[src/rtl/rke_pkg.sv]
// Shared types and constants for the rolling k-mer encoder.
package rke_pkg;

    localparam logic [7:0] CASE_MASK = 8'hDF;
    localparam logic [7:0] CHAR_A    = 8'h41;
    localparam logic [7:0] CHAR_C    = 8'h43;
    localparam logic [7:0] CHAR_G    = 8'h47;
    localparam logic [7:0] CHAR_T    = 8'h54;

    localparam logic [1:0] BASE_A = 2'd0;
    localparam logic [1:0] BASE_C = 2'd1;
    localparam logic [1:0] BASE_G = 2'd2;
    localparam logic [1:0] BASE_T = 2'd3;

    localparam int unsigned ADDR_W = 3;
    localparam int unsigned DATA_W = 32;

    localparam logic [4:0] KMER_SIZE_RESET = 5'd8;

    typedef enum logic
    {
        REG_KMER_SIZE      = 1'b0,
        REG_STRAND_REVERSE = 1'b1
    } reg_idx_t;

    typedef struct packed
    {
        logic [7:0] base_char;
        logic       seq_start;
    } in_beat_t;

    typedef struct packed
    {
        logic [31:0] kmer_code;
        logic        kmer_ok;
    } out_beat_t;

    typedef struct packed
    {
        logic [4:0] kmer_size;
        logic       strand_reverse;
    } cfg_t;

    typedef struct packed
    {
        logic      emit;
        out_beat_t beat;
    } step_res_t;

endpackage

[src/rtl/rolling_kmer_encoder.sv]
// An accepted input beat goes through the base register, then the result register.
// One base per cycle unless out_stall holds the pipe; base and result registers form a
// two-stage pipe with the k-mer state updated in the step between them.
// The first k bases of a sequence update state but give no result beat.
// Reset clears pipe valids and k-mer state; kmer_size resets to 8, strand to forward.
// Top level of the rolling k-mer encoder.
module rolling_kmer_encoder
    import rke_pkg::*;
#(
    parameter int MAX_K = 16
)
(
    input  logic                clk,
    input  logic                rst_n,
    input  logic                psel,
    input  logic                penable,
    input  logic                pwrite,
    input  logic [ADDR_W-1:0]   paddr,
    input  logic [DATA_W-1:0]   pwdata,
    output logic [DATA_W-1:0]   prdata,
    output logic                pready,
    input  logic                in_valid,
    output logic                in_stall,
    input  in_beat_t            in_data,
    output logic                out_valid,
    input  logic                out_stall,
    output out_beat_t           out_data
);

    cfg_t      cfg;
    step_res_t res;

    logic      in_valid_reg, in_valid_next;
    in_beat_t  in_data_reg;
    logic      out_valid_reg, out_valid_next;
    out_beat_t out_data_reg;
    logic      advance;
    logic      in_take;

    rke_regs u_regs
    (
        .clk     (clk),
        .rst_n   (rst_n),
        .psel    (psel),
        .penable (penable),
        .pwrite  (pwrite),
        .paddr   (paddr),
        .pwdata  (pwdata),
        .prdata  (prdata),
        .pready  (pready),
        .cfg     (cfg)
    );

    rke_core #(.MAX_K(MAX_K)) u_core
    (
        .clk   (clk),
        .rst_n (rst_n),
        .step  (advance),
        .item  (in_data_reg),
        .cfg   (cfg),
        .res   (res)
    );

    assign advance  = in_valid_reg && (!out_valid_reg || !out_stall);
    assign in_stall = in_valid_reg && !advance;
    assign in_take  = in_valid && !in_stall;

    always_comb
    begin
        in_valid_next = in_take || (in_valid_reg && !advance);
        if (advance)
            out_valid_next = res.emit;
        else
            out_valid_next = out_valid_reg && out_stall;
    end

    always_ff @(posedge clk or negedge rst_n)
    begin
        if (!rst_n)
        begin
            in_valid_reg  <= 1'b0;
            out_valid_reg <= 1'b0;
        end
        else
        begin
            in_valid_reg  <= in_valid_next;
            out_valid_reg <= out_valid_next;
        end
    end

    always_ff @(posedge clk)
    begin
        if (in_take)
            in_data_reg <= in_data;
        if (advance && res.emit)
            out_data_reg <= res.beat;
    end

    assign out_valid = out_valid_reg;
    assign out_data  = out_data_reg;

endmodule

[src/rtl/rke_regs.sv]
// APB configuration registers of the rolling k-mer encoder.
module rke_regs
    import rke_pkg::*;
(
    input  logic                clk,
    input  logic                rst_n,
    input  logic                psel,
    input  logic                penable,
    input  logic                pwrite,
    input  logic [ADDR_W-1:0]   paddr,
    input  logic [DATA_W-1:0]   pwdata,
    output logic [DATA_W-1:0]   prdata,
    output logic                pready,
    output cfg_t                cfg
);

    logic [4:0] kmer_size_reg;
    logic       strand_reverse_reg;
    logic       wr_en;
    reg_idx_t   idx;

    assign pready = 1'b1;
    assign wr_en  = psel && penable && pwrite;
    assign idx    = reg_idx_t'(paddr[2]);

    always_ff @(posedge clk or negedge rst_n)
    begin
        if (!rst_n)
        begin
            kmer_size_reg      <= KMER_SIZE_RESET;
            strand_reverse_reg <= 1'b0;
        end
        else if (wr_en)
        begin
            unique case (idx)
                REG_KMER_SIZE:      kmer_size_reg      <= pwdata[4:0];
                REG_STRAND_REVERSE: strand_reverse_reg <= pwdata[0];
                default:            ;
            endcase
        end
    end

    always_comb
    begin
        unique case (idx)
            REG_KMER_SIZE:      prdata = {27'd0, kmer_size_reg};
            REG_STRAND_REVERSE: prdata = {31'd0, strand_reverse_reg};
            default:            prdata = '0;
        endcase
    end

    assign cfg.kmer_size      = kmer_size_reg;
    assign cfg.strand_reverse = strand_reverse_reg;

endmodule

[src/rtl/rke_core.sv]
// Shift-register state and per-base step logic of the rolling k-mer encoder.
module rke_core
    import rke_pkg::*;
#(
    parameter int MAX_K = 16
)
(
    input  logic      clk,
    input  logic      rst_n,
    input  logic      step,
    input  in_beat_t  item,
    input  cfg_t      cfg,
    output step_res_t res
);

    localparam int KW = $clog2(MAX_K + 1);
    localparam int SW = 2 * MAX_K;
    localparam int CW = (KW > 5) ? KW : 5;

    logic [SW-1:0]    fwd_reg, fwd_next, fwd_cur;
    logic [SW-1:0]    rev_reg, rev_next, rev_cur;
    logic [MAX_K-1:0] hist_reg, hist_next, hist_cur;
    logic [KW-1:0]    warm_reg, warm_next, warm_cur;

    logic [CW-1:0]    ksz;
    logic [KW-1:0]    k_eff;
    logic [KW:0]      two_k;
    logic [SW-1:0]    kmask;
    logic [MAX_K-1:0] hmask;
    logic [7:0]       ch;
    logic [1:0]       code;
    logic             bad;
    logic             emit;
    logic [SW-1:0]    sel;

    always_comb
    begin
        ksz = CW'(cfg.kmer_size);
        if (ksz == '0)
            k_eff = KW'(1);
        else if (ksz > CW'(MAX_K))
            k_eff = KW'(MAX_K);
        else
            k_eff = KW'(ksz);
    end

    assign two_k = {k_eff, 1'b0};
    assign kmask = ~({SW{1'b1}} << two_k);
    assign hmask = ~({MAX_K{1'b1}} << k_eff);

    assign ch = item.base_char & CASE_MASK;

    always_comb
    begin
        bad = 1'b0;
        unique case (ch)
            CHAR_A:  code = BASE_A;
            CHAR_C:  code = BASE_C;
            CHAR_G:  code = BASE_G;
            CHAR_T:  code = BASE_T;
            default:
            begin
                code = BASE_A;
                bad  = 1'b1;
            end
        endcase
    end

    // seq_start restarts from the reset state before the base is taken
    assign fwd_cur  = item.seq_start ? '0 : fwd_reg;
    assign rev_cur  = item.seq_start ? '0 : rev_reg;
    assign hist_cur = item.seq_start ? '1 : hist_reg;
    assign warm_cur = item.seq_start ? '0 : warm_reg;

    assign fwd_next  = ((fwd_cur << 2) | SW'(code)) & kmask;
    assign rev_next  = ((rev_cur >> 2) + (SW'(~code) << (two_k - (KW + 1)'(2)))) & kmask;
    assign hist_next = {hist_cur[MAX_K-2:0], bad};

    assign emit      = (warm_cur >= k_eff);
    assign warm_next = (warm_cur < k_eff) ? warm_cur + KW'(1) : k_eff;

    always_ff @(posedge clk or negedge rst_n)
    begin
        if (!rst_n)
        begin
            fwd_reg  <= '0;
            rev_reg  <= '0;
            hist_reg <= '1;
            warm_reg <= '0;
        end
        else if (step)
        begin
            fwd_reg  <= fwd_next;
            rev_reg  <= rev_next;
            hist_reg <= hist_next;
            warm_reg <= warm_next;
        end
    end

    assign sel = cfg.strand_reverse ? rev_next : fwd_next;

    always_comb
    begin
        res.emit = emit;
        if ((hist_next & hmask) == '0)
        begin
            res.beat.kmer_code = 32'(sel);
            res.beat.kmer_ok   = 1'b1;
        end
        else
        begin
            res.beat.kmer_code = '0;
            res.beat.kmer_ok   = 1'b0;
        end
    end

endmodule
[config.mk]
export PLATFORM = sky130hd
export DESIGN_NAME = rolling_kmer_encoder
export DESIGN_NICKNAME = d
export VERILOG_FILES = /design/src/rtl/rke_pkg.sv /design/src/rtl/rolling_kmer_encoder.sv /design/src/rtl/rke_regs.sv /design/src/rtl/rke_core.sv
export SDC_FILE = /design/constraint.sdc
export NUM_CORES = 1
export LEC_CHECK = 0
export BUFFER_PORTS_ARGS = -buffer_cell sky130_fd_sc_hd__buf_2
export CAP_MARGIN = 20
export CORE_MARGIN = 5
export CORE_UTILIZATION = 30
export CTS_CLUSTER_DIAMETER = 60
export CTS_CLUSTER_SIZE = 12
export DETAILED_ROUTE_END_ITERATION = 8
export GPL_TIMING_DRIVEN = 0
export PLACE_DENSITY = 0.48
export SYNTH_ARGS = -nofsm -noshare
export SYNTH_HDL_FRONTEND = slang
export SYNTH_SLANG_ARGS = --single-unit
[constraint.sdc]
create_clock -name clk -period 11 [get_ports clk]
set_input_delay 0.55 -clock clk [delete_from_list [all_inputs] [get_ports clk]]
set_output_delay 0.55 -clock clk [all_outputs]
set_load 0.005 [all_outputs]
==> impl_results.md, run 1 <==
* Final #Nets at 1115
* Global-route wire length before repair at 42100 um
* Clock sinks at 129
* Max-cap viol count at 0
* Ys async rst share at 68.2%
* Setup crit start kind: register
* Yosys top cell area share at 22.0%
* Max clock buf depth at 2
* Antenna-violating nets left at 0
* Slowest cell delay on critical path at 570 ps
* Class of the most critical setup path: reg2reg
* Post-CTS sizing at 0
* Initial antenna violation count at 0
* Worst Path Arrival at 6370 ps
* Site row count at 60
* Part of the cycle the worst path needs at 56.2%
* Vias in the first global route at 7044
* DP Wirelength at 20900 um
* Root buffer cell: clkbuf_16
* Buf+Inv Stages, Crit Path at 5
* Warnings from Yosys at 0
* Worst slew pin tran at 984 ps
* Setup TNS at 0 ps
* Number of library cell types mapped by synthesis at 71
* Inserted Clock Buffers at 17
* Fill count at 2782
* Tmin final at 6190 ps
* Sequential fraction of the synthesis area at 42.2%
* Post-Layout Cell Count at 1377
* Dominant cells by area after synthesis: dfrtp_1 (22%), edfxtp_1 (15%), ha_1 (6.1%)
* Total routed wirelength at 27400 um
* PortBufs at 60
* Detailed Routing Iterations Pass 1 at 6
* WL/cell at 19.9 um
* I/O pin count at 119
* CP most frequent cell: ha_1
* Number of synthesized register bits at 129
* Syn Area/Cell at 8.93 um^2
* Die area at 30700 um^2
* Via density per instance at 5.27
* Hold buffers post-CTS at 0
* Via count at 7262
* Core ar. at 26900 um^2
* Total track usage at 17.8%
* Status: complete, no violations
* Max reg flops at 33
* Final Util at 36.0%
* Setup-failing EPs final at 0
* Worst-Skew Late Latency at 420 ps
* Crit-path cells: buf_6 -> inv_1 -> clkbuf_1 -> nand2_1 -> ha_1 -> ha_1 -> clkbuf_1 -> nand4_1 -> nor2_1 -> ha_1 -> inv_1 -> fa_1 -> nor2b_1 -> o2111ai_1 -> a21oi_1 -> o211ai_1 -> a211oi_1 -> o211ai_1 -> a21o_1 -> a32o_1 -> and2_1
* Area grow syn2layout at 18.4%
* Starting Density at 30.4%
* Hold Violations, Final at 0
* DRC viols at 0
* DRT iter0 DRCs at 520
* Die H at 175 um
* Worst VDD drop at 0.0937 mV
* Total power at 2.27 mW
* Post-synth EDFFs at 41
* Syn Inst Count at 916
* Hold Worst Slack at 92.4 ps
* CTS clk-pin slew, worst paths at 70 ps
* Die W at 175 um
* PD cells at 234 nW/um^2
* CP top delay family: compound AO/OA/AOI/OAI gates
* Fmax achieved at 162 MHz
* GP Congestion at 0.905
* Inst Count DP at 1345
* Prevailing post-synth register cell: dfrtp_1
* Post-CTS setup buffers at 0
* Rel. slew slack at 33.7%
* GRT overflow at 0
* Fraction of layout cells with a size suffix above 1 at 15.6%
* Hold Crit Class: in2async
* Setup crit end kind: register
* CTS tree: done
* RSZ-0062 raised after global routing: no
* Yosys top cell by area: dfrtp_1
* Worst-path fanout max at 10
* Max stage delay cell, worst path: clkbuf_1
* Htree depth at 4
* R2r setup slk at 4810 ps
* CP required at 11180 ps
* Diode count at 0
* Pleak at 4.29 nW
* Final Max Tran Viols at 0
* Post-Route Skew at 10.0 ps
* Largest net degree at the start of global routing at 56
* Mapped cell area at 8180 um^2
[placed cells by master, fill, tap and decap left out, types with 24 or more instances in the layout]
cell type and n:
ha_1 40, dfrtp_1 72, nor2b_1 41, clkbuf_1 35
edfxtp_1 41, conb_1 28, nor2_1 103, inv_1 24
a21oi_1 68, buf_4 29, nand3_1 29, o21ai_0 62
nand2_1 98, buf_2 60
[layout make-up]
class                      count  area [um^2]  share of cell area [%]
clock buffer                  17          425                    4.39
sequential                   129         3450                    35.7
multi-input combinational    716         4340                    44.9
buffer                        70          384                    3.97
clock inverter                15          190                    1.96
tap                          341          427                    4.41
inverter                      27          101                    1.05
timing repair buffer          62          358                    3.70
[cells by family (layout without fill, tap and decap cells)]
kind of cell / Yosys count / count (layout) / synth area share (%)
multiplexers: 12 / 12 / 1.59
flip-flops: 129 / 129 / 42.2
other: 2 / 28 / 0.0918
AND/OR/NAND/NOR: 361 / 361 / 21.4
adder cells (fa/ha/maj): 41 / 41 / 6.36
buffers and inverters: 97 / 191 / 5.94
XOR/XNOR: 23 / 23 / 2.46
AO/OA/AOI/OAI: 251 / 251 / 19.9
[worst register-to-register path, stage by stage (launching register included)]
cell	delay (ps)
dfrtp_1	370
buf_6	130
inv_1	140
clkbuf_1	570
nand2_1	260
ha_1	350
ha_1	350
clkbuf_1	300
nand4_1	220
nor2_1	240
ha_1	230
inv_1	60
fa_1	400
nor2b_1	170
o2111ai_1	150
a21oi_1	400
o211ai_1	210
a211oi_1	550
o211ai_1	250
a21o_1	210
a32o_1	230
and2_1	140
[stage by stage]
| stage | cell area, um^2 | worst slack [ps] |
|---|---|---|
| after global placement | 9000 | 4900 |
| after floorplan | 8280 | 6160 |
| after CTS | 9680 | 4880 |
| after detailed placement | 9070 | 4900 |
| final | 9680 | 4810 |
| after global routing | 9680 | 4430 |
[routing by layer]
layer  part of all wire (%)  GRT usage (%)
met1                     46           24.7
met2                     46           27.8
met3                    5.8           3.66
met4                    2.1           5.43
met5                      0              0
[final timing paths]
path	start	cells after the start	end
setup / recovery	u_regs.kmer_size_reg[4]	21	out_data[31]
hold / removal	rst_n	1	u_regs.kmer_size_reg[1]
setup reg to reg	u_regs.kmer_size_reg[4]	21	out_data[31]
hold reg to reg	u_core.rev_reg[5]	2	u_core.rev_reg[5]
max in group asynchronous	rst_n	2	u_core.hist_reg[0]
min in group clk	in_data[2]	1	in_data_reg[2]
[power by group]
| group | total [mW] | leakage [nW] | internal [mW] | switching [mW] |
|---|---|---|---|---|
| clock | 0.590 | 0.302 | 0.329 | 0.261 |
| combinational | 0.990 | 2.46 | 0.352 | 0.638 |
| sequential | 0.688 | 1.52 | 0.626 | 0.0613 |
[synthesized netlist by cell type, types with 16 or more instances]
cell type,number
o21ai_0,62
and3_1,17
dfrtp_1,72
nand2_1,98
dfstp_2,16
clkbuf_1,35
a31oi_1,17
a22o_1,17
edfxtp_1,41
nor3_1,17
nor2b_1,41
a32o_1,16
buf_4,28
a21oi_1,68
ha_1,40
nor2_1,104
nand3_1,29
inv_1,24
Power figures use the tool's default switching activity.
==> run 2, diff against run 1 <==
--- a/config.mk
+++ b/config.mk
@@ -5,6 +5,7 @@
 export SDC_FILE = /design/constraint.sdc
 export NUM_CORES = 1
 export LEC_CHECK = 0
+export ABC_AREA = 1
 export BUFFER_PORTS_ARGS = -buffer_cell sky130_fd_sc_hd__buf_2
 export CAP_MARGIN = 20
 export CORE_MARGIN = 5
@@ -13,7 +14,7 @@
 export CTS_CLUSTER_SIZE = 12
 export DETAILED_ROUTE_END_ITERATION = 8
 export GPL_TIMING_DRIVEN = 0
-export PLACE_DENSITY = 0.48
+export PLACE_DENSITY = 0.5
 export SYNTH_ARGS = -nofsm -noshare
 export SYNTH_HDL_FRONTEND = slang
 export SYNTH_SLANG_ARGS = --single-unit
==> constraint.sdc (replaced) <==
create_clock -name clk -period 5.3 [get_ports clk]
set_input_delay 0.265 -clock clk [delete_from_list [all_inputs] [get_ports clk]]
set_output_delay 0.265 -clock clk [all_outputs]
set_load 0.005 [all_outputs]
==> impl_results.md, run 2 <==
* Sequential fraction of the synthesis area at 40.3%
* Max clock buf depth at 2
* PortBufs at 60
* R2r setup slk at 400 ps
* Detailed Routing Iterations Pass 1 at 6
* Flop pwr share at 31.7%
* Inserted Clock Buffers at 17
* Post-synth EDFFs at 41
* Vias in the first global route at 8010
* Hold Worst Slack at 33.2 ps
* WL/cell at 17.1 um
* Warnings from Yosys at 0
* Hold Violations, Final at 0
* Root buffer cell: clkbuf_16
* Antenna-violating nets left at 0
* Mapped cell area at 8580 um^2
* Total track usage at 18.3%
* Final Max Tran Viols at 0
* GP Congestion at 0.946
* DRC viols at 0
* Worst r2r src: u_regs.kmer_size_reg[4]
* Most frequent cells in the layout: nand2_1 (271), nor2_1 (132), o21ai_0 (122), inv_1 (118), nand3_1 (102)
* Core ar. at 28500 um^2
* Combinational power share at 42.4%
* CTS clk-pin slew, worst paths at 70 ps
* Total routed wirelength at 28800 um
* Worst Path Arrival at 5040 ps
* Worst-path fanout max at 10
* Post-Route Skew at 9.61 ps
* Switch share at 43.2%
* Diode count at 0
* DRT iter0 DRCs at 511
* CTS tree: done
* Pleak at 4.77 nW
* Dominant cells by area after synthesis: dfrtp_1 (21%), edfxtp_1 (14%), nand2_1 (12%)
* Clock share of power at 25.9%
* FF-to-FF End: out_data[19]
* Syn Inst Count at 1172
* Post-Layout Cell Count at 1685
* Number of synthesized register bits at 129
* DP Wirelength at 23000 um
* Fmax achieved at 204 MHz
* Worst Reg-to-Reg Cells at 22
* Most common cell in the netlist: nand2_1
* PD cells at 446 nW/um^2
* Leading cell type in the layout, fill and taps excluded: nand2_1
* Hold path cells at 2
* Fraction of layout cells with a size suffix above 1 at 13.5%
* I/O pin count at 119
* Inst Count DP at 1645
* Die H at 179 um
* GRT overflow at 0
* Site row count at 62
* Worst slew pin tran at 1130 ps
* Hold Crit Class: in2reg
* Status: complete, no violations
* Htree depth at 4
* Final #Nets at 1380
* CP required at 5450 ps
* Hold EP: in_valid_reg
* Worst VDD drop at 0.227 mV
* Setup crit start kind: register
* Commonest cells in the netlist: nand2_1 (271), nor2_1 (133), o21ai_0 (123)
* Syn Area/Cell at 7.32 um^2
* Die area at 32100 um^2
* Starting Density at 30.1%
* Clock sinks at 129
* Rel. slew slack at 24.1%
* Max reg flops at 33
* Setup TNS at 0 ps
* Class of the most critical setup path: reg2reg
* Setup-failing EPs final at 0
* Int Pwr at 2.58 mW
* Part of the cycle the worst path needs at 92.4%
* Global-route wire length before repair at 45000 um
* Largest net degree at the start of global routing at 56
* Prevailing post-synth register cell: dfrtp_1
* Via count at 8139
* Area grow syn2layout at 18.8%
* Max-cap viol count at 0
* Fill count at 3062
* Number of library cell types mapped by synthesis at 43
* RSZ-0062 raised after global routing: no
* Tmin final at 4900 ps
* Via density per instance at 4.83
* Yosys top cell area share at 21.0%
* Yosys top cell by area: dfrtp_1
* Die W at 179 um
* Sw Pwr at 1.96 mW
* Min-delay src: in_valid
* Setup crit end kind: register
* Worst-Skew Late Latency at 430 ps
* Ys async rst share at 68.2%
* Initial antenna violation count at 0
## run 2: worst max-delay path, cell delays in order (launching register included)
cell and delay (ps):
dfrtp_1 520, inv_2 250, nand3_1 100, nand2_1 220, inv_2 140, ha_1 260
ha_1 500, inv_1 140, nor2_1 300, nand2_1 140, nor2_1 130, ha_1 310
a21oi_1 200, o21ai_1 180, nand2_1 90, nand2_1 140, nand2_1 100, nand3_1 170
nand2_1 110, nand2_1 90, or2_2 290, nand3_1 110, a21oi_1 110
## run 2: repair_timing
action,4_1_cts,5_1_grt
endpoints found under the hold margin,33,0
buffers inserted,0,0
resized for setup,0,1
endpoints found under the setup margin,0,10
hold buffers,9,0
## run 2: per-stage QoR
stage / setup WS (ps) / total power [mW] / util [%] / instance area, um^2
6_report: 402 / 4.54 / 35.8 / 10200
5_1_grt: 52.8 / 4.85 / 35.8 / 10200
4_1_cts: 180 / 4.56 / 35.8 / 10200
3_5_place_dp: 209 / 3.37 / 33.5 / 9530
3_3_place_gp: -552 / 3.33 / 33.2 / 9460
2_1_floorplan: 1440 / 2.69 / - / 8680
## run 2: worst max-delay path by stage
stage / start / endpoint / cells past startpoint
6_report: u_regs.kmer_size_reg[4] / out_data[19] / 22
5_1_grt: u_regs.kmer_size_reg[4] / out_data[22] / 20
4_1_cts: u_regs.kmer_size_reg[4] / out_data[27] / 21
3_5_place_dp: u_regs.kmer_size_reg[4] / out_data[27] / 21
3_3_place_gp: in_data_reg[0] / out_data[30] / 10
2_1_floorplan: in_data_reg[0] / out_data[0] / 10
## run 2: power groups by stage
stage / registers (mW) / clock network, mW / logic, mW
after global placement: 1.46 / 0 / 1.87
after CTS: 1.44 / 1.19 / 1.92
final: 1.44 / 1.18 / 1.93
after floorplan: 1.44 / 0 / 1.26
after detailed placement: 1.46 / 0 / 1.91
after global routing: 1.47 / 1.23 / 2.16
## run 2: cell type report
type	instances	area, um^2	area share (%)
multi-input combinational	874	4370	42.9
sequential	129	3450	33.9
timing repair buffer	72	453	4.45
tap	384	480	4.72
buffer	70	389	3.82
clock buffer	17	425	4.18
inverter	124	465	4.57
clock inverter	15	149	1.46
## run 2: metal layers
layer  GRT usage (%)  vias up  share of wire, %
met2            30.3      210                47
met1            24.5     3817                45
li1                -     4063                 -
met3            2.57       49               4.8
met4            6.41        0               2.9
met5               0        -                 0
## run 2: cells by family after synthesis
group / synth area share, %
other: 0.0875
multiplexers: 0.350
AND/OR/NAND/NOR: 27.7
adder cells (fa/ha/maj): 6.07
AO/OA/AOI/OAI: 14.5
buffers and inverters: 10.0
XOR/XNOR: 1.12
flip-flops: 40.3
==> run 3, diff against run 2 <==
--- a/config.mk
+++ b/config.mk
@@ -15,6 +15,8 @@
 export DETAILED_ROUTE_END_ITERATION = 8
 export GPL_TIMING_DRIVEN = 0
 export PLACE_DENSITY = 0.5
+export RECOVER_POWER = 50
+export SLEW_MARGIN = 0
 export SYNTH_ARGS = -nofsm -noshare
 export SYNTH_HDL_FRONTEND = slang
 export SYNTH_SLANG_ARGS = --single-unit
==> impl_results.md, run 3 (synthesis gave the netlist of run 2 again) <==
* Final #Nets at 1380
* Min-delay src: in_valid
* Detailed Routing Iterations Pass 1 at 5
* Violated checks: max-capacitance violations, max-slew violations
* Clock share of power at 25.9%
* GRT overflow at 0
* Max-cap viol count at 2
* Post-CTS setup buffers at 0
* PortBufs at 60
* Hold Worst Slack at 39.7 ps
* Dpl cell area at 9530 um^2
* Root buffer cell: clkbuf_16
* Sw Pwr at 1.96 mW
* Post-Route Skew at 10.2 ps
* Via count at 8133
* Fmax achieved at 203 MHz
* Via density per instance at 4.83
* Hold Crit Class: in2reg
* Flop pwr share at 31.8%
* Worst r2r src: u_regs.kmer_size_reg[4]
* Max clock buf depth at 2
* Clock sinks at 129
* Starting Density at 30.1%
* GP Congestion at 0.946
* Setup crit end kind: register
* Htree depth at 4
* Die H at 179 um
* Leading cell type in the layout, fill and taps excluded: nand2_1
* CP required at 5440 ps
* Rel. slew slack at -79.5%
* Switch share at 43.3%
* CTS clk-pin slew, worst paths at 70 ps
* Post-Layout Cell Count at 1685
* WL/cell at 17.1 um
* DRT iter0 DRCs at 550
* Site row count at 62
* Class of the most critical setup path: reg2reg
* Die W at 179 um
* FF-to-FF End: out_data[19]
* Int Pwr at 2.57 mW
* Worst Reg-to-Reg Cells at 22
* Core ar. at 28500 um^2
* Inserted Clock Buffers at 17
* Hold path cells at 2
* Total routed wirelength at 28800 um
* Die area at 32100 um^2
* Hold EP: in_valid_reg
* Diode count at 0
* Worst Path Arrival at 5070 ps
* R2r setup slk at 380 ps
* DRC viols at 0
* I/O pin count at 119
* Worst VDD drop at 0.228 mV
* Inst Count DP at 1645
* Setup crit start kind: register
* Part of the cycle the worst path needs at 92.9%
* Vias in the first global route at 8010
* Fraction of layout cells with a size suffix above 1 at 11.2%
* Global-route wire length before repair at 45000 um
* Status: complete, but fails checks
* Pleak at 4.68 nW
* Total power at 4.53 mW
* PD cells at 447 nW/um^2
* Setup TNS at 0 ps
* Setup-failing EPs final at 0
* Total track usage at 18.3%
* Worst slew pin tran at 2690 ps
* Tmin final at 4920 ps
* Area grow syn2layout at 18.1%
* CTS tree: done
* Final Max Tran Viols at 91
* RSZ-0062 raised after global routing: no
* DP Wirelength at 23000 um
* Worst-path fanout max at 10
* Combinational power share at 42.3%
* Largest net degree at the start of global routing at 56
* Hold Violations, Final at 0
* Worst-Skew Late Latency at 430 ps
* Initial antenna violation count at 0
* Antenna-violating nets left at 0
* Most frequent cells in the layout: nand2_1 (271), nor2_1 (132), o21ai_0 (122), inv_1 (118), nand3_1 (102)
* Max reg flops at 33
* Post-route cell area at 10100 um^2
-- run 3: cell count changes in the layout (fill, tap and decap cells not counted) --
| cell | delta |
|---|---|
| buf_16 | -1 |
| buf_2 | -28 |
| buf_4 | -1 |
| clkbuf_1 | +28 |
| clkbuf_2 | +1 |
| dfstp_1 | +1 |
| dfstp_2 | -1 |
| dlymetal6s2s_1 | +1 |
-- run 3: stage by stage --
step           setup slack (ps)  util [%]
2_1_floorplan              1440         -
6_report                    375      35.6
3_3_place_gp               -552      33.2
4_1_cts                     180      35.8
3_5_place_dp                209      33.5
5_1_grt                    52.8      35.6
-- run 3: cell type report --
class	count	area [um^2]
plain buffers	70	389
clock buffers	17	425
clock inverters	15	149
fillers	3076	18300
inverters	124	465
multi-input cells	874	4370
flip-flops and latches	129	3450
well taps	384	480
repair buffers	72	400
-- run 3: worst max-delay path by stage --
stage | startpoint | to | slack, ps | cells past startpoint
finish | u_regs.kmer_size_reg[4] | out_data[19] | 380 | 22
CTS | u_regs.kmer_size_reg[4] | out_data[27] | 180 | 21
floorplan | in_data_reg[0] | out_data[0] | 1440 | 10
global route | u_regs.kmer_size_reg[4] | out_data[22] | 50 | 20
global placement | in_data_reg[0] | out_data[30] | -550 | 10
detailed placement | u_regs.kmer_size_reg[4] | out_data[27] | 210 | 21
-- run 3: critical path, cell delays in order, from the launching register on --
cell	delay, ps
dfrtp_1	510
inv_2	250
nand3_1	100
nand2_1	220
inv_2	140
ha_1	260
ha_1	500
inv_1	140
nor2_1	320
nand2_1	150
nor2_1	120
ha_1	310
a21oi_1	200
o21ai_1	180
nand2_1	100
nand2_1	140
nand2_1	100
nand3_1	170
nand2_1	110
nand2_1	100
or2_2	290
nand3_1	110
a21oi_1	110
-- run 3: repair_timing --
action,in CTS,in global routing
endpoints found under the setup margin,0,10
resized for setup,0,1
hold buffers,9,0
hold endpoints to repair,33,0
-- run 3: routing by layer --
metal,GRT usage [%],share of wire (%)
met3,2.57,4.1
met4,6.41,2.6
met2,30.3,47
met5,0,0
met1,24.5,46
-- run 3: power groups by stage --
stage,logic [mW],registers (mW),clock network (mW)
after floorplan,1.26,1.44,0
after global placement,1.87,1.46,0
after detailed placement,1.91,1.46,0
after CTS,1.92,1.44,1.19
after global routing,2.14,1.47,1.23
final,1.92,1.44,1.17
